$ cat src/design/cedl_pkg.sv
`timescale 1ns / 1ps
`default_nettype none
// ----------------------------------------------------------------------------
// cedl_pkg
// Shared types, register indexes and helpers of the cascaded echo delay.
// ----------------------------------------------------------------------------
package cedl_pkg;

	localparam int TAP_W  = 3;
	localparam int ACC_W  = 36;
	localparam int PROD_W = 53;
	localparam int SHIFT  = 27;

	typedef enum logic [2:0] {
		REG_IN_GAIN     = 3'd0,
		REG_POST_GAIN   = 3'd1,
		REG_TAP_COUNT   = 3'd2,
		REG_DELAYS_LOW  = 3'd3,
		REG_DELAYS_HIGH = 3'd4,
		REG_DECAYS_LOW  = 3'd5,
		REG_DECAYS_HIGH = 3'd6,
		REG_ENABLE      = 3'd7
	} reg_idx_t;

	typedef enum logic [10:0] {
		S_RST   = 11'b000_0000_0001,
		S_INIT  = 11'b000_0000_0010,
		S_CLEAR = 11'b000_0000_0100,
		S_IDLE  = 11'b000_0000_1000,
		S_ACC   = 11'b000_0001_0000,
		S_READ  = 11'b000_0010_0000,
		S_SCALE = 11'b000_0100_0000,
		S_ROUND = 11'b000_1000_0000,
		S_WRITE = 11'b001_0000_0000,
		S_STEP  = 11'b010_0000_0000,
		S_OUT   = 11'b100_0000_0000
	} state_t;

	typedef struct packed {
		logic [15:0] in_gain;
		logic [15:0] post_gain;
		logic [2:0]  tap_count;
		logic [63:0] delays_low;
		logic [47:0] delays_high;
		logic [63:0] decays_low;
		logic [47:0] decays_high;
		logic        enable;
	} cfg_t;

	typedef struct packed {
		logic             restart;
		logic             base_load;
		logic             base_reduce;
		logic             clr_write;
		logic             take;
		logic             acc_init;
		logic             rd_issue;
		logic             acc_add;
		logic             scale;
		logic             round;
		logic             wr_slot;
		logic             step;
		logic             out_load;
		logic [TAP_W-1:0] tap;
		logic [TAP_W-1:0] acc_tap;
		logic [TAP_W-1:0] n;
	} cmd_t;

	typedef struct packed {
		logic sum_ge;
		logic clr_last;
	} sts_t;

	// Picks the 16-bit field of one stage out of the low and high words.
	function automatic logic [15:0] field16(logic [63:0] lo, logic [47:0] hi,
			logic [TAP_W-1:0] j);
		logic [15:0] r;
		unique case (j)
			3'd0: r = lo[15:0];
			3'd1: r = lo[31:16];
			3'd2: r = lo[47:32];
			3'd3: r = lo[63:48];
			3'd4: r = hi[15:0];
			3'd5: r = hi[31:16];
			3'd6: r = hi[47:32];
			default: r = 16'd0;
		endcase
		return r;
	endfunction

endpackage
`default_nettype wire

$ cat src/design/cedl_ctrl.sv
`timescale 1ns / 1ps
`default_nettype none
// ----------------------------------------------------------------------------
// cedl_ctrl
// Controller: line restart, memory clearing and the per-sample sequence.
// ----------------------------------------------------------------------------
module cedl_ctrl #(
	parameter int MAX_TAPS = 7
) (
	input  logic           clk,
	input  logic           arst_n,
	input  cedl_pkg::cfg_t cfg,
	input  logic           restart,
	input  cedl_pkg::sts_t sts,
	output cedl_pkg::cmd_t cmd,
	input  logic           in_valid,
	output logic           in_ready,
	output logic           out_valid,
	input  logic           out_ready
);
	import cedl_pkg::*;

	state_t           state_q, state_d;
	logic [TAP_W-1:0] j_q, j_d, n;
	logic             out_valid_q;

	assign n = (cfg.tap_count > TAP_W'(MAX_TAPS)) ? TAP_W'(MAX_TAPS) : cfg.tap_count;
	assign in_ready  = (state_q == S_IDLE) && !restart;
	assign out_valid = out_valid_q;

	always_comb begin
		cmd         = '0;
		cmd.n       = n;
		cmd.tap     = j_q;
		cmd.acc_tap = j_q - TAP_W'(1);
		state_d     = state_q;
		j_d         = j_q;
		unique case (state_q)
			S_RST: begin
				cmd.restart = 1'b1;
				j_d         = '0;
				state_d     = S_INIT;
			end
			S_INIT: begin
				if (sts.sum_ge) begin
					cmd.base_reduce = 1'b1;
				end else begin
					cmd.base_load = 1'b1;
					if (j_q == TAP_W'(MAX_TAPS - 1))
						state_d = S_CLEAR;
					else
						j_d = j_q + TAP_W'(1);
				end
			end
			S_CLEAR: begin
				cmd.clr_write = 1'b1;
				if (sts.clr_last)
					state_d = S_IDLE;
			end
			S_IDLE: begin
				if (in_valid && in_ready) begin
					cmd.take = 1'b1;
					j_d      = '0;
					state_d  = cfg.enable ? S_ACC : S_OUT;
				end
			end
			S_ACC: begin
				cmd.acc_init = 1'b1;
				state_d      = S_READ;
			end
			S_READ: begin
				cmd.rd_issue = j_q < n;
				cmd.acc_add  = j_q != '0;
				if (j_q == n)
					state_d = S_SCALE;
				else
					j_d = j_q + TAP_W'(1);
			end
			S_SCALE: begin
				cmd.scale = 1'b1;
				state_d   = S_ROUND;
			end
			S_ROUND: begin
				cmd.round = 1'b1;
				j_d       = '0;
				state_d   = (n == '0) ? S_STEP : S_WRITE;
			end
			S_WRITE: begin
				cmd.wr_slot = 1'b1;
				if (j_q == n - TAP_W'(1))
					state_d = S_STEP;
				else
					j_d = j_q + TAP_W'(1);
			end
			S_STEP: begin
				cmd.step = 1'b1;
				state_d  = S_OUT;
			end
			S_OUT: begin
				if (!out_valid_q || out_ready) begin
					cmd.out_load = 1'b1;
					state_d      = S_IDLE;
				end
			end
			default: state_d = S_RST;
		endcase
		if (restart)
			state_d = S_RST;
	end

	always_ff @(posedge clk or negedge arst_n) begin
		if (!arst_n) begin
			state_q     <= S_RST;
			j_q         <= '0;
			out_valid_q <= 1'b0;
		end else begin
			state_q <= state_d;
			j_q     <= j_d;
			if (cmd.out_load)
				out_valid_q <= 1'b1;
			else if (out_ready)
				out_valid_q <= 1'b0;
		end
	end

	a_read_bound: assert property (@(posedge clk) disable iff (!arst_n)
		state_q == S_READ |-> j_q <= n)
		else $error("tap index ran past the stage count");
	a_take_next: assert property (@(posedge clk) disable iff (!arst_n)
		(in_valid && in_ready) |=> (state_q == S_ACC || state_q == S_OUT))
		else $error("accepted sample did not start processing");
	a_restart: assert property (@(posedge clk) disable iff (!arst_n)
		restart |=> state_q == S_RST)
		else $error("line restart was not taken");
	a_out_drop: assert property (@(posedge clk) disable iff (!arst_n)
		(out_valid && out_ready && !cmd.out_load) |=> !out_valid)
		else $error("output stayed valid after its transfer");

endmodule
`default_nettype wire

$ cat config.mk
export PLATFORM = sky130hd
export DESIGN_NAME = cedl_ctrl
export DESIGN_NICKNAME = d
export VERILOG_FILES = /design/src/design/cedl_pkg.sv /design/src/design/cedl_ctrl.sv
export SDC_FILE = /design/constraint.sdc
export NUM_CORES = 1
export LEC_CHECK = 0
export BUFFER_PORTS_ARGS = -buffer_cell sky130_fd_sc_hd__buf_2
export CAP_MARGIN = 20
export CORE_AREA = 8 8 106 108
export CTS_CLUSTER_DIAMETER = 60
export CTS_CLUSTER_SIZE = 25
export DETAILED_ROUTE_END_ITERATION = 10
export DIE_AREA = 0 0 114 116
export GPL_ROUTABILITY_DRIVEN = 0
export SYNTH_ARGS = -nofsm -noshare
export SYNTH_HDL_FRONTEND = slang
export SYNTH_SLANG_ARGS = --single-unit
$ cat constraint.sdc
create_clock -name clk -period 5.4 [get_ports clk]
set_input_delay 0.54 -clock clk [delete_from_list [all_inputs] [get_ports clk]]
set_output_delay 0.54 -clock clk [all_outputs]
set_load 0.02 [all_outputs]
# Word-level counts from Yosys, hierarchy flattened
# Index checks and enable logic that the tools add are counted.
totals:
  reg_bits: 15
  out_inout_bits: 24
  wordCells: 81
op_classes:
  addsub: 3
  magnitude_cmp: 2
  eq_ne: 26
  muxes: 35
  reduce_logical: 12
op_table:
  columns: ["operator", "n"]
  rows:
  - ["one-hot mux 11 bit (11 select lines)", 1]
  - ["2-to-1 mux 11 bit", 9]
  - ["2-to-1 mux 3 bit", 6]
  - ["inequality test 3 bit, second input constant", 6]
  - ["2-to-1 mux 1 bit", 15]
  - ["one-hot mux 3 bit (5 select lines)", 1]
  - ["== test 11 x 1 -> 1 bit, second input constant", 1]
  - ["== test 11 x 10 -> 1 bit, second input constant", 1]
  - ["== test 11 bit, second input constant", 1]
  - ["== test 11 x 2 -> 1 bit, second input constant", 1]
  - ["== test 11 x 3 -> 1 bit, second input constant", 1]
  - ["== test 11 x 4 -> 1 bit, second input constant", 1]
  - ["== test 11 x 5 -> 1 bit, second input constant", 1]
  - ["== test 11 x 6 -> 1 bit, second input constant", 1]
  - ["== test 11 x 7 -> 1 bit, second input constant", 1]
  - ["== test 11 x 8 -> 1 bit, second input constant", 1]
  - ["== test 11 x 9 -> 1 bit, second input constant", 1]
  - ["2-to-1 mux 10 bit", 1]
  - ["inequality test 2 bit, second input constant", 4]
  - ["AND reduction 7 bit", 1]
  - ["== test 3 bit", 2]
  - ["AND reduction 6 bit", 1]
  - ["subtractor 3 x 1 -> 3 bit, second input constant", 2]
  - ["nonzero test 5 bit", 1]
  - ["14 further kinds", 17]

# Logic depth before layout (Yosys ltp)
depth:
  ltp_word: 7
  mapped_depth: 7
  mapped_depth_nobuf: 7

# Least setup slack after synthesis
# Ideal clock, no wire load.
synth_path:
  path_kind: "reg2out"
  startpoint: "register state_q[6]"
  endpoint: "output cmd[10] (netlist name)"
  arrival_ns: 1.843
  required_time_ns: 4.860
  slack_ns: 3.017
  path_stages_with_launch: 6
  n_path_buf: 2
  path_cell_list: "dfrtp_1 > buf_6 > nor4_2 > buf_4 > nand2_2 > nor4b_1"
synth_lines:
  columns: ["element", "line_no", "rtl"]
  rows:
  - ["from (decl)", "cedl_ctrl.sv:23", "state_t state_q, state_d;"]
  - ["from (signal assigned)", "cedl_ctrl.sv:117", "state_q <= state_d;"]
  - ["to (decl)", "cedl_ctrl.sv:15", "output cedl_pkg::cmd_t cmd,"]

==> results by stage <==
STA:
- The setup-violating endpoint count in the final report is 0.
- Across the routed clock network, the largest skew measured is around 0.0015 ns.
- The final critical path takes up 56.86% of the cycle.
- In the final timing run, aggregate negative setup slack is 0 ns.
- The number of slew-limit violations in the final report is 0.
- At the pin with the least slew margin, the transition time is just over 1 ns.
- Setup repair after global routing left no endpoint under its margin.
- The highest attainable clock frequency is 325.7 MHz.
- The relative slew slack is around a third.
- Setup slack on the critical path of the routed design comes to between 2 and 2.5 ns.
- The post-layout minimum cycle time is 3.070 ns.
- The final hold violation count is 0.

Setup path:
- STA classifies the critical path startpoint as a flop.
- The worst setup path is captured at an output port.
- The data arrival time at the worst-slack endpoint is approximately 2.5 ns.
- The worst setup path is of the flop to output port kind.
- In this design, the stage delay of the slowest critical-path cell is 0.89 ns.
- At the worst endpoint, the required time is around 4.9 ns.
- Among all stages on the critical path, the largest delay is contributed by sky130_fd_sc_hd__nor4_2.
- The category of cells accounting for the largest share of critical-path delay is simple AND/OR/NAND/NOR gates.
- The sum of buffers and inverters on the critical path is 1.
- Of all nets on the critical path, the largest fanout is 12.
- The critical path goes through nor4_2 -> nand2_1 -> or3_1 -> nor2_1 -> buf_2.

Final layout:
- For this run, the share of the core covered by cells in the final layout is between 10% and 20%.
- Summing all flip-flop and latch instances after layout gives ~380 um^2.
- The library cell used most frequently in the layout, excluding fill and tap cells, is sky130_fd_sc_hd__buf_2.
- The count of placed standard cells in the final layout, fillers left out is 321.
- The top cell types in the final layout, fill and taps aside, are 34 x sky130_fd_sc_hd__buf_2, 14 x sky130_fd_sc_hd__dfrtp_1, 11 x sky130_fd_sc_hd__nor2_1.
- The number of nets in the layout is 463.
- 0 antenna diodes ended up in the layout.
- Relative to the synthesized area, the layout overhead comes to 21.53%.
- The post-route netlist has between 20% and 30% of its cells at a drive strength greater than 1.
- The number of fill cells is between 1,000 and 1,500.
- The area taken by multi-input logic gates is 912.1 um^2.

Status:
- The run finished with clean final reports.

Synthesis:
- The total of flip-flops plus latches after synthesis is 15.
- The sequential cell area fraction in the yosys report is between 20% and 30%.
- Summed over all instances, the cell type with the most area after synthesis is sky130_fd_sc_hd__dfrtp_1.
- After synthesis, the share of flip-flops with an asynchronous set or reset is 100.0%.
- In the synthesized netlist the dominant register cell turns out to be sky130_fd_sc_hd__dfrtp_1.
- The count of unique library cells instantiated by Yosys is 54.
- Synthesis produced a netlist whose cell count is 163.
- The mapped netlist covers ~1400 um^2.
- The mean instance size in the synthesized netlist is 8.628 um^2.
- The share of synthesized area in the top cell type comes to 24.91%.
- The synthesized design contains 0 enable-type register cells.
- After synthesis, the cell types taking the most area are sky130_fd_sc_hd__dfrtp_1 25%, sky130_fd_sc_hd__ha_1 6.2%, sky130_fd_sc_hd__xor2_1 3.1%.
- The total number of yosys warnings is 0.
- The post-synth net total is roughly 440.

Global routing:
- The overall overflow remaining after global route is 0.
- Global routing used ~6.4% of the available tracks.
- The maximum number of pins on one net before global-route repair is 16.
- The first-pass GRT wire length is just under 7 mm.
- The via count of the first global-routing pass is around 1,400.
- The initial antenna violation count is 0.

Floorplanning:
- The floorplan has 36 rows.
- The die span in x is about 110 um.
- For this design the top-level I/O count stands at roughly 290.
- The floorplan step defined a die boundary enclosing about 13,000 um^2.
- The core region is roughly 9500 um^2.
- The effective utilization at floorplan is 14.73%.
- The die extent in y is roughly 120 um.

Detailed routing:
- The length of the first detailed-routing pass in iterations is 4.
- The per-cell via count in the routed design is between 4 and 5.
- The number of remaining DRC errors is 0.
- The initial detailed-routing violation count is between 70 and 80.
- The wire length per cell after detailed routing is around 13 um.
- The number of nets still failing antenna checks after routing is 0.
- The vias after detailed routing is between 1,000 and 1,500.
- After detailed routing, the total wire length is between 4 and 5 mm.

Clock tree:
- The number of clock buffers inserted by TritonCTS is 3.
- The buffer cell driving the clock tree root is sky130_fd_sc_hd__clkbuf_8.
- The clock input transition at the sequential cells of the worst setup and hold paths is roughly 0.070 ns.
- The source-to-sink clock delay at the later pin of the worst-skew pair is between 0.2 and 0.3 ns.
- The hold buffer count at cts is 0.
- The number of setup buffers added after CTS is 0.
- The clock net sink count is 15.
- In this run the number of H-tree levels came out at 1.
- In this run the deepest clock path goes through 2 buffers.
- The TritonCTS clock tree is done.
- In this run, post-CTS repair resized a total of 0 instances.

Placed design:
- The pre-CTS setup slack is 2.674 ns.
- The post-placement cell count is 317.
- During placement, the flow inserted port buffers numbering 34.
- The detailed placer's ending HPWL is 3.352 mm.

Job:
- The tool flagged a number of max-cap violations equal to 0.

Power and ir drop:
- The leakage component of the power is around 0.75 nW.
- The power per cell area is ~220 nW/um^2.
- The worst-case IR drop observed on VDD is between 0.0001 and 0.00015 V.

Min path:
- The class of the tightest hold or removal check is primary input to async pin.
## cells in the mapped netlist, types with 3 or more instances
cell	number
sky130_fd_sc_hd__nor4b_1	3
sky130_fd_sc_hd__nand2_1	6
sky130_fd_sc_hd__clkbuf_1	5
sky130_fd_sc_hd__o21ai_0	6
sky130_fd_sc_hd__buf_6	3
sky130_fd_sc_hd__a21o_1	3
sky130_fd_sc_hd__a211oi_1	3
sky130_fd_sc_hd__dfrtp_1	14
sky130_fd_sc_hd__nand2b_1	4
sky130_fd_sc_hd__a21oi_1	6
sky130_fd_sc_hd__ha_1	7
sky130_fd_sc_hd__and3_1	3
sky130_fd_sc_hd__nor3_1	4
sky130_fd_sc_hd__nand4_1	5
sky130_fd_sc_hd__nor2b_1	5
sky130_fd_sc_hd__nand3_1	8
sky130_fd_sc_hd__buf_2	4
sky130_fd_sc_hd__xor2_1	5
sky130_fd_sc_hd__inv_1	10
sky130_fd_sc_hd__nor2_1	11
sky130_fd_sc_hd__nor3b_1	5
## path summary, 6_finish.rpt
path	startpoint	end	slack (ns)	depth (start not counted)
setup / recovery	state_q[4]$_DFFE_PN0P_	cmd[21]	2.33	5
hold / removal	arst_n	state_q[7]$_DFFE_PN0P_	0.19	1
setup reg to reg	state_q[4]$_DFFE_PN0P_	j_q[2]$_DFFE_PN0P_	2.78	5
hold reg to reg	out_valid$_DFFE_PN0P_	out_valid$_DFFE_PN0P_	0.54	2
max in group asynchronous	arst_n	state_q[0]$_DFFE_PN1P_	4.90	1
min in group clk	out_valid$_DFFE_PN0P_	out_valid$_DFFE_PN0P_	0.54	2
## layout make-up
type,instances,area share [%]
Multi-Input combinational cell,125,53.37
Sequential cell,15,22.04
Timing Repair Buffer,34,9.956
Tap cell,133,9.736
Clock buffer,3,2.416
Inverter,10,2.196
Clock inverter,1,0.2928
## routing by layer
layer	track usage, %	wire length [um]
met1	7.727	1928
met2	10.76	1986
met3	1.511	200
met4	2.573	60
met5	0	0
## power by group
group	internal (mW)	total [mW]	switching [mW]
clock	0.0515	0.0995	0.0481
sequential	0.121	0.137	0.0163
combinational	0.0531	0.143	0.0896
## metrics by stage
stage,hold slack (ns),total power [mW],cell area (um^2)
2_1_floorplan,0.2444,0.2399,1406
3_3_place_gp,0.4812,0.2798,1663
3_5_place_dp,0.4845,0.2817,1663
4_1_cts,0.2008,0.3814,1709
5_1_grt,0.2103,0.4001,1709
6_report,0.1877,0.3789,1709
## flip-flops by register name, indices dropped and copies added (netlist names)
name       cells
j_q            3
out_valid      1
state_q       11
## cell families after synthesis
logic type | Yosys count | share of synthesized area, %
AND/OR/NAND/NOR | 75 | 34.61
multiplexers | 1 | 0.7118
AO/OA/AOI/OAI | 35 | 18.95
XOR/XNOR | 7 | 4.360
adder cells (fa/ha/maj) | 7 | 6.227
buffers and inverters | 23 | 8.364
flip-flops | 15 | 26.78
No activity file was read; power rests on OpenSTA's default activity.
