`config.mk`:
```
export PLATFORM = sky130hd
export DESIGN_NAME = cedl_regs
export DESIGN_NICKNAME = d
export VERILOG_FILES = /design/src/design/cedl_pkg.sv /design/src/design/cedl_regs.sv
export SDC_FILE = /design/constraint.sdc
export NUM_CORES = 1
export LEC_CHECK = 0
export BUFFER_PORTS_ARGS = -buffer_cell sky130_fd_sc_hd__buf_2
export CAP_MARGIN = 5
export CORE_MARGIN = 1
export CORE_UTILIZATION = 50
export CTS_CLUSTER_DIAMETER = 30
export DETAILED_ROUTE_END_ITERATION = 7
export HOLD_SLACK_MARGIN = 0.08
export PLACE_DENSITY = 0.85
export SYNTH_ARGS = -nofsm -noshare
export SYNTH_HDL_FRONTEND = slang
export SYNTH_SLANG_ARGS = --single-unit
```
`constraint.sdc`:
```
create_clock -name clk -period 1.85 [get_ports clk]
set_clock_uncertainty 0.1 [all_clocks]
set_input_delay 0.37 -clock clk [delete_from_list [all_inputs] [get_ports clk]]
set_output_delay 0.37 -clock clk [all_outputs]
set_load 0.03 [all_outputs]
```
`src/design/cedl_pkg.sv`:
```
`timescale 1ns / 1ps
`default_nettype none
// ----------------------------------------------------------------------------
// cedl_pkg
// Shared types, register indexes and helpers of the cascaded echo delay.
// ----------------------------------------------------------------------------
package cedl_pkg;

	localparam int TAP_W  = 3;
	localparam int ACC_W  = 36;
	localparam int PROD_W = 53;
	localparam int SHIFT  = 27;

	typedef enum logic [2:0] {
		REG_IN_GAIN     = 3'd0,
		REG_POST_GAIN   = 3'd1,
		REG_TAP_COUNT   = 3'd2,
		REG_DELAYS_LOW  = 3'd3,
		REG_DELAYS_HIGH = 3'd4,
		REG_DECAYS_LOW  = 3'd5,
		REG_DECAYS_HIGH = 3'd6,
		REG_ENABLE      = 3'd7
	} reg_idx_t;

	typedef enum logic [10:0] {
		S_RST   = 11'b000_0000_0001,
		S_INIT  = 11'b000_0000_0010,
		S_CLEAR = 11'b000_0000_0100,
		S_IDLE  = 11'b000_0000_1000,
		S_ACC   = 11'b000_0001_0000,
		S_READ  = 11'b000_0010_0000,
		S_SCALE = 11'b000_0100_0000,
		S_ROUND = 11'b000_1000_0000,
		S_WRITE = 11'b001_0000_0000,
		S_STEP  = 11'b010_0000_0000,
		S_OUT   = 11'b100_0000_0000
	} state_t;

	typedef struct packed {
		logic [15:0] in_gain;
		logic [15:0] post_gain;
		logic [2:0]  tap_count;
		logic [63:0] delays_low;
		logic [47:0] delays_high;
		logic [63:0] decays_low;
		logic [47:0] decays_high;
		logic        enable;
	} cfg_t;

	typedef struct packed {
		logic             restart;
		logic             base_load;
		logic             base_reduce;
		logic             clr_write;
		logic             take;
		logic             acc_init;
		logic             rd_issue;
		logic             acc_add;
		logic             scale;
		logic             round;
		logic             wr_slot;
		logic             step;
		logic             out_load;
		logic [TAP_W-1:0] tap;
		logic [TAP_W-1:0] acc_tap;
		logic [TAP_W-1:0] n;
	} cmd_t;

	typedef struct packed {
		logic sum_ge;
		logic clr_last;
	} sts_t;

	// Picks the 16-bit field of one stage out of the low and high words.
	function automatic logic [15:0] field16(logic [63:0] lo, logic [47:0] hi,
			logic [TAP_W-1:0] j);
		logic [15:0] r;
		unique case (j)
			3'd0: r = lo[15:0];
			3'd1: r = lo[31:16];
			3'd2: r = lo[47:32];
			3'd3: r = lo[63:48];
			3'd4: r = hi[15:0];
			3'd5: r = hi[31:16];
			3'd6: r = hi[47:32];
			default: r = 16'd0;
		endcase
		return r;
	endfunction

endpackage
`default_nettype wire

```
`src/design/cedl_regs.sv`:
```
`timescale 1ns / 1ps
`default_nettype none
// ----------------------------------------------------------------------------
// cedl_regs
// Configuration register file behind the APB-style port.
// ----------------------------------------------------------------------------
module cedl_regs (
	input  logic             clk,
	input  logic             arst_n,
	input  logic             psel,
	input  logic             penable,
	input  logic             pwrite,
	input  logic [5:0]       paddr,
	input  logic [63:0]      pwdata,
	output logic [63:0]      prdata,
	output cedl_pkg::cfg_t   cfg,
	output logic             restart
);
	import cedl_pkg::*;

	cfg_t     cfg_q;
	reg_idx_t idx;
	logic     wr;

	assign idx = reg_idx_t'(paddr[5:3]);
	assign wr  = psel && penable && pwrite;
	assign restart = wr && (idx == REG_TAP_COUNT || idx == REG_DELAYS_LOW ||
		idx == REG_DELAYS_HIGH);
	assign cfg = cfg_q;

	always_ff @(posedge clk or negedge arst_n) begin
		if (!arst_n) begin
			cfg_q.in_gain     <= 16'd32768;
			cfg_q.post_gain   <= 16'd4096;
			cfg_q.tap_count   <= 3'd0;
			cfg_q.delays_low  <= '0;
			cfg_q.delays_high <= '0;
			cfg_q.decays_low  <= '0;
			cfg_q.decays_high <= '0;
			cfg_q.enable      <= 1'b0;
		end else if (wr) begin
			unique case (idx)
				REG_IN_GAIN:     cfg_q.in_gain     <= pwdata[15:0];
				REG_POST_GAIN:   cfg_q.post_gain   <= pwdata[15:0];
				REG_TAP_COUNT:   cfg_q.tap_count   <= pwdata[2:0];
				REG_DELAYS_LOW:  cfg_q.delays_low  <= pwdata;
				REG_DELAYS_HIGH: cfg_q.delays_high <= pwdata[47:0];
				REG_DECAYS_LOW:  cfg_q.decays_low  <= pwdata;
				REG_DECAYS_HIGH: cfg_q.decays_high <= pwdata[47:0];
				REG_ENABLE:      cfg_q.enable      <= pwdata[0];
			endcase
		end
	end

	always_comb begin
		unique case (idx)
			REG_IN_GAIN:     prdata = {48'd0, cfg_q.in_gain};
			REG_POST_GAIN:   prdata = {48'd0, cfg_q.post_gain};
			REG_TAP_COUNT:   prdata = {61'd0, cfg_q.tap_count};
			REG_DELAYS_LOW:  prdata = cfg_q.delays_low;
			REG_DELAYS_HIGH: prdata = {16'd0, cfg_q.delays_high};
			REG_DECAYS_LOW:  prdata = cfg_q.decays_low;
			REG_DECAYS_HIGH: prdata = {16'd0, cfg_q.decays_high};
			REG_ENABLE:      prdata = {63'd0, cfg_q.enable};
		endcase
	end

endmodule
`default_nettype wire

```
# --- After elaboration in Yosys (flattened, before gate mapping) ---
# Index checks and enable logic that the tools add are counted.
op_classes:
  eq_ne: 7
  n_mux: 1
  reduce_logical: 14
ops:
  columns: ["operator", "n"]
  rows:
  - ["$pmux W64 S8", 1]
  - ["$reduce_and A2 Y1", 8]
  - ["$eq A3 B3 Y1 const B", 4]
  - ["$eq A3 B2 Y1 const B", 2]
  - ["$eq A3 B1 Y1 const B", 1]
  - ["$logic_and A1 B1 Y1", 3]
  - ["$logic_not A3 Y1", 1]
  - ["$logic_or A1 B1 Y1", 2]
word_totals:
  word_cells: 30
  out_inout_bits: 325
  register_bits: 260
  in_bits: 75

# --- Depth between registers and ports, before layout ---
# Gate-level depths: netlist of the first run.
depth:
  depth_word: 4
  mapped_depth: 7
  ltp_nobuf: 4

# --- Worst setup path after synthesis of the first run ---
# Ideal clock, no wire load.
synth_path:
  kind: "input to output"
  from: "in paddr[3]"
  to: "out prdata[1]"
  arrival_ps: 1795
  stages: 7
  slack_ps: -415
  path_buffers: 3
  required_ps: 1380
  cell_sequence: "buf_4 buf_4 buf_4 mux2i_1 nor2_1 a21oi_1 o21ai_0"
synth_via:
  elab_chain_len: 2
  word_cells_on_any_way: 9
  cone_classes: "eq/ne (7); mux (1); reduce/logical (1)"
synth_lines:
  columns: ["element", "line_no", "text"]
  rows:
  - ["start, declared", "cedl_regs.sv:13", "input logic [5:0] paddr,"]
  - ["$eq A3 B3 Y1 (tied with other cells)", "cedl_regs.sv:56", "unique case (idx)"]
  - ["$pmux W64 S8 *", "cedl_regs.sv:56", null]
  - ["end, declared", "cedl_regs.sv:15", "output logic [63:0] prdata,"]
# Mark *: on every way between the ends. The rest lies on a longest branch, timed or not.

# --- Worst setup path after layout of the first run ---
layout_path:
  from: "reg cfg_q (netlist bit cfg[125])"
  to: "out prdata[12]"
layout_via:
  elab_chain_len: 1
layout_lines:
  columns: ["element", "line_no", "text"]
  rows:
  - ["start, declared", "cedl_regs.sv:21", "cfg_t cfg_q;"]
  - ["$pmux W64 S8", "cedl_regs.sv:56", null]
# Every way passes these cells.

==> results of run 1 <==
[what timing repair did]
item                                    CTS  global route
endpoints found under the setup margin   65            66
buffers inserted                        103            39
hold endpoints to repair                516             0
gates resized for setup                 214            60
pin swaps                                37            42
hold buffers                             65             0
gates cloned                              5             4
[worst max-delay path by stage]
stage / startpoint / endpoint / slack, ps
6_report: cfg[125]$_DFFE_PN0P_ / prdata[12] / -650
5_1_grt: cfg[125]$_DFFE_PN0P_ / prdata[12] / -660
4_1_cts: cfg[227]$_DFFE_PN0P_ / prdata[2] / -440
3_5_place_dp: paddr[3] / prdata[9] / -390
3_3_place_gp: paddr[3] / prdata[9] / -350
2_1_floorplan: paddr[5] / prdata[6] / -10
[cell type report]
type                       count  area [µm²]
inverter                       9        41.3
tap                          313         392
fill                         989        3520
sequential                   260        6510
multi-input combinational    537        5280
clock inverter                23         275
clock buffer                  74        1560
timing repair buffer         666        5200
[per-layer routing]
layer / global-route usage / routed length, µm / part of all wire
met5: 0 / 0 / 0
met4: 0.254 / 3630 / 0.072
met3: 0.106 / 4960 / 0.099
met2: 0.677 / 24900 / 0.49
met1: 0.429 / 16900 / 0.33
[logic make-up (layout without fill, tap and decap cells)]
group / count (synthesis) / in the layout
AO/OA/AOI/OAI: 140 / 140
buffers and inverters: 66 / 772
flip-flops: 260 / 260
multiplexers: 299 / 299
AND/OR/NAND/NOR: 98 / 98
[synth_stat cells, types with 9 or more instances]
cell	number	area, µm²
nand2_1	45	169
mux2_2	239	2690
mux2_4	10	150
clkbuf_1	12	45.0
a21oi_1	17	85.1
dfrtp_1	258	6460
nor2_1	29	109
o21ai_0	51	255
mux2_1	9	101
buf_2	31	155
buf_4	9	67.6
a22o_1	55	482
nor2b_1	12	75.1
mux2i_1	36	360
[per-stage QoR]
stage	cell area [µm²]	setup TNS (ps)	setup slack, ps	power, W	instances
after floorplan	11800	-50.0	-10.6	0.0119	863
after global placement	14700	-54190	-347	0.0140	1585
after detailed placement	14700	-67120	-393	0.0142	1585
after CTS	18700	-10830	-442	0.0249	1841
after global routing	19300	-14680	-664	0.0265	1882
final	19300	-12830	-647	0.0259	1882
[worst register-to-register path: stages, from the launching register on]
cell	delay, ps
dfrtp_2	420
buf_4	140
buf_4	150
mux2_2	300
[power breakdown]
group / internal [W] / switching [W]
combinational: 0.00324 / 0.00501
clock: 0.00664 / 0.00316
sequential: 0.00684 / 0.00102
total: 0.0167 / 0.00919
==> results.py, run 1 <==
metrics = {
    "synthesis": {
        "synth-xor-area-share": 0,
        "synth_top_family_by_area": "multiplexers",
        "synthAdderAreaFrac": 0,
        "syn-instance-count": 863,
        "synth_compound_area_frac": 0.0823,
        "synth-seq-cells": 260,
        "synth_ff_type": "dfrtp_1",
        "synth.area.mux_share": 0.292,
        "ys_types": 36,
        "synth_area_mm2": 0.0117,
        "synth-edff-count": 0,
        "ys_seq_area_frac": 0.557,
        "async_reset_ff_frac": 1.00,
        "synth_area_per_cell_um2": 13.5,
        "synthSimpleGateAreaFrac": 0.0386,
        "yosys_warnings": 0,
        "syn_nets": 938,
    },
    "timing": {
        "slew_viol_final": 0,
        "finalCritPeriodShare": 1.35,
        "max_freq_mhz": 400,
        "whs_ps": 184,
        "rsz0062_at_grt": "true",
        "relSlewSlack": 0.531,
        "fin_crit_ps": 2500,
        "tightest_slew_ps": 701,
        "timing.final.ws_setup_ps": -647,
        "hold_viol_final": 0,
        "finalSetupViolCount": 71,
    },
    "layout": {
        "drive_gt1_frac": 0.670,
        "final_nets": 1603,
        "largest_reg_flops": 260,
        "area_growth_pct": 64.8,
        "final_common_cell": "buf_2",
        "final_cell_mix": "buf_2 (325), dfrtp_1 (256), mux2_2 (237)",
        "antenna_cells": 0,
        "utilization": 0.845,
    },
    "clocking": {
        "cts.path.max_buffers": 3,
        "cts_max_level": 2,
        "clk_pin_slew_worst_paths_ps": 50,
        "clk_latency_ps": 550,
        "clock-sinks": 260,
        "cts_tree": "built",
        "cts_root_buf": "clkbuf_16",
        "numCtsBuffers": 54,
    },
    "power_and_ir_drop": {
        "leakagePower_nw": 9.73,
        "max-vdd-ir-drop_mv": 1.24,
        "power_density_mw_per_mm2": 1350,
    },
    "outcome": {
        "violations": "setup timing",
        "status": "complete, but fails checks",
    },
    "setup_path": {
        "crit_buf_inv": 1,
        "r2r_slack_ps": 620,
        "cp_max_fo": 2,
        "crit_path_top_delay_cell": "a222oi_1",
        "critPathMaxStageDelay_ps": 450,
        "worst_ep_required_time_ps": 1380,
        "worst_setup_path_end_kind": "output port",
        "worstPathCellList": "nor2b_2 > o21ai_2 > a222oi_1 > nor2_2 > buf_6",
        "rr_endpoint": "cfg[29]$_DFFE_PN0P_",
        "critPathKind": "reg -> out",
        "crit_family": "compound AO/OA/AOI/OAI gates",
        "worst-path-stages": 5,
        "ff2ff_path_depth": 3,
        "worstPathArrival_ps": 2030,
        "r2r_start": "cfg[29]$_DFFE_PN0P_",
        "worstSetupStartpointType": "flop",
    },
    "drt": {
        "wl_mm": 50.4,
        "vias": 11400,
        "route.detailed.drc": 0,
        "first_pass_iters": 7,
        "vias_per_cell": 6.06,
        "drt_iter0_drc": 1024,
        "ant_nets": 0,
        "wl_per_cell_um": 26.8,
    },
    "floorplan": {
        "die_y_um": 155,
        "design.die.area_mm2": 0.0240,
        "fp.dieW_um": 155,
        "start_util": 0.513,
        "ios": 400,
        "fp-row-count": 55,
        "coreArea_mm2": 0.0228,
    },
    "grt": {
        "gr-usage-all-layers": 0.393,
        "grt_max_degree": 61,
        "antenna_found_initial": 0,
        "grt_first_pass_wirelength_mm": 71.0,
        "grt_pass1_vias": 12000,
        "grt_overflow": 0,
    },
    "job": {
        "maxCapViolations": 0,
    },
    "placed_design": {
        "io_buffers": 396,
        "hpwlAfterDp_mm": 25.0,
        "gp_congestion": 0.867,
    },
    "worst_hold_path": {
        "hold_path.class": "in -> async",
    },
}
(Power assumes the default switching activity.)
==> inputs of run 2 (changes only) <==
- SKIP_LAST_GASP: default -> 1
==> run 2 against run 1 <==
The flow still finishes with violations (setup timing). Via count grew 0.70%. Sequential power is essentially flat. Critical path depth grew 1. Maximum frequency grew 3.6%. Core utilization shrank 0.23 points. Non-clock buffer count grew 2. Worst hold slack lost 5.2 ps. Register-to-register slack lost 560 ps. Clock power is essentially flat. Sequential cell count is the same. Critical path type is now in -> out. Highest routed layer unchanged.
==> results.py, run 2 (synthesized netlist as in run 1, its figures left out) <==
metrics = {
    "outcome": {
        "status": "complete, but fails checks",
        "violations": "setup timing",
    },
    "floorplan": {
        "die_y_um": 155,
        "start_util": 0.513,
        "coreArea_mm2": 0.0228,
        "design.die.area_mm2": 0.0240,
        "ios": 400,
        "fp-row-count": 55,
        "fp.dieW_um": 155,
    },
    "placed_design": {
        "dp_cells": 1585,
        "gp_congestion": 0.867,
        "dpl_cell_area_mm2": 0.0147,
        "io_buffers": 396,
        "hpwlAfterDp_mm": 25.0,
    },
    "drt": {
        "wl_mm": 50.8,
        "vias_per_cell": 6.10,
        "wl_per_cell_um": 27.0,
        "route.detailed.drc": 0,
        "ant_nets": 0,
        "first_pass_iters": 6,
        "vias": 11500,
        "drt_iter0_drc": 997,
    },
    "timing": {
        "rsz0062_at_grt": "true",
        "finalCritPeriodShare": 1.30,
        "relSlewSlack": 0.133,
        "finalSetupViolCount": 72,
        "timing.final.ws_setup_ps": -561,
        "fin_crit_ps": 2410,
        "slew_viol_final": 0,
        "tightest_slew_ps": 1290,
        "max_freq_mhz": 415,
        "hold_viol_final": 0,
    },
    "clocking": {
        "clk_latency_ps": 560,
        "cts_tree": "built",
        "cts.path.max_buffers": 3,
        "clk_pin_slew_worst_paths_ps": 40,
        "cts_max_level": 2,
        "cts_root_buf": "clkbuf_16",
        "numCtsBuffers": 54,
        "clock-sinks": 260,
    },
    "layout": {
        "final_nets": 1605,
        "final_common_cell": "buf_2",
        "final_cell_mix": "buf_2 (326), dfrtp_1 (256), mux2_2 (238)",
        "design_area_mm2": 0.0192,
        "drive_gt1_frac": 0.670,
        "area_growth_pct": 64.4,
        "instances_no_fill": 1884,
        "antenna_cells": 0,
        "largest_reg_flops": 260,
    },
    "setup_path": {
        "critPathKind": "in -> out",
        "worst_ep_required_time_ps": 1380,
        "cp_max_fo": 10,
        "worstPathArrival_ps": 1940,
        "worst_setup_path_end_kind": "output port",
        "worstSetupStartpointType": "input port",
    },
    "power_and_ir_drop": {
        "internal_power_w": 0.0167,
        "leakagePower_nw": 9.72,
        "sw_frac_of_total": 0.355,
        "p_clk_frac": 0.378,
        "p_comb_frac": 0.318,
        "max-vdd-ir-drop_mv": 1.22,
        "switchingPower_w": 0.00919,
        "p_seq_frac": 0.304,
        "power_density_mw_per_mm2": 1350,
    },
    "job": {
        "maxCapViolations": 0,
    },
    "grt": {
        "antenna_found_initial": 0,
        "grt_util_met3": 0.104,
        "grt_max_degree": 61,
        "grt_overflow": 0,
        "globalRoute.busiestLayer": "met2",
        "use_met2": 0.674,
        "grt_util_met1": 0.425,
        "grt_pass1_vias": 11900,
        "gr-usage-all-layers": 0.389,
        "grt_first_pass_wirelength_mm": 70.3,
    },
    "worst_hold_path": {
        "hold_path.class": "in -> async",
    },
}
-- run 2: metal layers --
layer | vias to the layer above | routed length, µm
met5 | - | 0
met4 | 0 | 3700
met3 | 313 | 5850
met2 | 971 | 24800
met1 | 5691 | 16500
li1 | 4515 | -
-- run 2: worst paths after layout --
check                                       end  cells after the start  slack, ps                  from
setup / recovery                      prdata[8]                      6       -560              paddr[5]
hold / removal              cfg[53]$_DFFE_PN0P_                      2        180                arst_n
setup reg to reg           cfg[238]$_DFFE_PN0P_                      2         60  cfg[238]$_DFFE_PN0P_
hold reg to reg            cfg[230]$_DFFE_PN0P_                      1        420  cfg[230]$_DFFE_PN0P_
max in group asynchronous   cfg[55]$_DFFE_PN0P_                      3        770                arst_n
min in group clk             cfg[0]$_DFFE_PN0P_                      4        380                pwrite
-- run 2: cell type report --
cell class                 count  area [µm²]
clock inverter                23         275
timing repair buffer         668        5180
tap                          313         392
inverter                       9        43.8
sequential                   260        6510
fill                         953        3580
multi-input combinational    537        5240
clock buffer                  74        1560
-- run 2: critical path: stages --
cell and delay (ps):
buf_6 100, buf_4 180, nor2_1 490, a221oi_1 230, nor2_1 320, buf_4 240
-- run 2: through the flow --
stage               setup TNS [ps]  total power, W  worst slack [ps]   util  hold slack [ps]
floorplan                    -50.0          0.0119             -10.6      -            -25.6
CTS                         -14430          0.0249              -442  0.815              205
global route                -16230          0.0265              -560  0.843              203
finish                      -14580          0.0259              -561  0.843              179
global placement            -54190          0.0140              -347  0.647              168
detailed placement          -67120          0.0142              -393  0.647              168
-- run 2: what timing repair did --
action	in CTS	in global routing
gates resized for setup	188	79
endpoints found under the hold margin	516	0
setup endpoints to repair	65	66
pin swaps	27	48
gates cloned	5	3
hold buffers	65	0
buffers inserted	103	42
-- run 2: power groups by stage --
stage          Combinational [W]  Clock (W)  Sequential [W]
2_1_floorplan            0.00198          0         0.00989
6_report                 0.00823    0.00978         0.00787
5_1_grt                  0.00847     0.0101         0.00795
4_1_cts                  0.00752    0.00970         0.00766
3_5_place_dp             0.00637          0         0.00782
3_3_place_gp             0.00625          0         0.00776
==> inputs of run 3 (changes only) <==
- PLACE_DENSITY: 0.85 -> default
- PLACE_DENSITY_LB_ADDON: default -> 0.3
==> run 3 against run 2 <==
The flow still finishes with violations (setup timing). Combinational power shrank 2%. Clock-buffer cell count shrank 2. Highest routed layer unchanged. Critical path depth down 1. Clock power fell by 2%. Critical path type is now reg -> out. Cell area is 0.52% higher. Worst hold slack gained 48 ps.
==> results.py, run 3 (synthesized netlist as in run 1, its figures left out) <==
metrics = {
    "power_and_ir_drop": {
        "p_total_w": 0.0255,
        "leakagePower_nw": 9.74,
        "max-vdd-ir-drop_mv": 1.05,
        "power_density_mw_per_mm2": 1320,
    },
    "layout": {
        "final_cell_mix": "buf_2 (328), dfrtp_1 (258), mux2_2 (238)",
        "final_nets": 1607,
        "largest_reg_flops": 260,
        "utilization": 0.847,
        "final_common_cell": "buf_2",
        "drive_gt1_frac": 0.664,
        "area_growth_pct": 65.2,
    },
    "grt": {
        "grt_overflow": 0,
        "grt_max_degree": 65,
        "grt_first_pass_wirelength_mm": 68.4,
        "antenna_found_initial": 1,
        "grt_pass1_vias": 11800,
        "gr-usage-all-layers": 0.376,
    },
    "setup_path": {
        "crit_family": "compound AO/OA/AOI/OAI gates",
        "r2r_slack_ps": 710,
        "crit_start": "cfg[125]$_DFFE_PN0P_",
        "ff2ff_path_depth": 3,
        "worst_ep_required_time_ps": 1380,
        "worst_setup_path_end_kind": "output port",
        "critPathMaxStageDelay_ps": 400,
        "cp_max_fo": 2,
        "worstPathCellList": "nor2b_2 > o21ai_1 > a222oi_1 > nor2_2 > buf_6",
        "rr_endpoint": "cfg[142]$_DFFE_PN0P_",
        "crit_buf_inv": 1,
        "worstPathArrival_ps": 1840,
        "crit_path_top_delay_cell": "a222oi_1",
        "r2r_start": "cfg[142]$_DFFE_PN0P_",
        "critPathKind": "reg -> out",
        "worst-path-stages": 5,
        "worstSetupStartpointType": "flop",
    },
    "clocking": {
        "cts.path.max_buffers": 3,
        "cts_max_level": 2,
        "cts_tree": "built",
        "clk_latency_ps": 530,
        "cts_root_buf": "clkbuf_16",
        "numCtsBuffers": 52,
        "clock-sinks": 260,
        "clk_pin_slew_worst_paths_ps": 50,
    },
    "timing": {
        "rsz0062_at_grt": "true",
        "fin_crit_ps": 2310,
        "relSlewSlack": 0.624,
        "tightest_slew_ps": 561,
        "whs_ps": 227,
        "finalSetupViolCount": 65,
        "hold_viol_final": 0,
        "max_freq_mhz": 434,
        "finalCritPeriodShare": 1.25,
        "timing.final.ws_setup_ps": -455,
        "slew_viol_final": 0,
    },
    "floorplan": {
        "die_y_um": 155,
        "design.die.area_mm2": 0.0240,
        "start_util": 0.513,
        "fp-row-count": 55,
        "coreArea_mm2": 0.0228,
        "ios": 400,
        "fp.dieW_um": 155,
    },
    "outcome": {
        "violations": "setup timing",
        "status": "complete, but fails checks",
    },
    "drt": {
        "ant_nets": 0,
        "first_pass_iters": 5,
        "vias": 10800,
        "vias_per_cell": 5.74,
        "wl_mm": 46.3,
        "route.detailed.drc": 0,
        "wl_per_cell_um": 24.5,
        "drt_iter0_drc": 704,
    },
    "placed_design": {
        "gp_congestion": 0.860,
        "io_buffers": 396,
        "hpwlAfterDp_mm": 25.1,
    },
    "worst_hold_path": {
        "hold_path.class": "in -> async",
    },
    "job": {
        "maxCapViolations": 0,
    },
}
## run 3: cell count changes in the layout (fill, tap and decap cells not counted), moves of 3 or more
cell	change
a21oi_1	+3
a21oi_2	-3
a22o_2	-7
a22o_4	+6
buf_12	+5
buf_4	-3
clkinv_2	-8
clkinvlp_4	+4
inv_6	+3
## run 3: report_power, final
part	leakage (nW)	switching (W)	internal [W]
sequential	3.31	0.000961	0.00683
combinational	5.56	0.00485	0.00321
clock	0.875	0.00307	0.00655
## run 3: final cells by class
cell class                 count  area [µm²]
clock buffer                  72        1490
antenna                        1        2.50
sequential                   260        6510
fill                        1060        3480
multi-input combinational    537        5260
tap                          313         392
timing repair buffer         672        5290
clock inverter                23         322
inverter                       9        46.3
## run 3: worst max path at each step
| stage | endpoint | slack (ps) |
|---|---|---|
| floorplan | prdata[6] | -10 |
| global placement | prdata[54] | -260 |
| detailed placement | prdata[4] | -280 |
| CTS | prdata[2] | -440 |
| global route | prdata[12] | -500 |
| finish | prdata[12] | -460 |
## run 3: worst reg2reg max path, stage by stage (launching register included)
cell     delay, ps
dfrtp_1        390
buf_4          140
buf_4          130
mux2_2         260
## run 3: per-layer routing
layer / share of wire / GRT usage / vias to the layer above
li1: - / - / 4517
met5: 0 / 0 / -
met4: 0.052 / 0.210 / 0
met2: 0.51 / 0.659 / 688
met3: 0.087 / 0.0947 / 199
met1: 0.35 / 0.419 / 5436
## run 3: repair_timing
action,4_1_cts,5_1_grt
endpoints found under the hold margin,509,0
hold buffers,65,0
pin swaps,46,24
setup endpoints to repair,65,65
resized for setup,227,32
setup buffers,94,32
gates cloned,5,2
## run 3: stage by stage
| stage | cells | setup WS (ps) | cell area (µm²) | TNS (ps) |
|---|---|---|---|---|
| after floorplan | 863 | -10.6 | 11800 | -50.0 |
| after global placement | 1597 | -261 | 14900 | -53580 |
| after detailed placement | 1597 | -284 | 14900 | -61750 |
| after CTS | 1855 | -443 | 18900 | -12640 |
| after global routing | 1887 | -498 | 19300 | -14350 |
| final | 1887 | -455 | 19300 | -12030 |
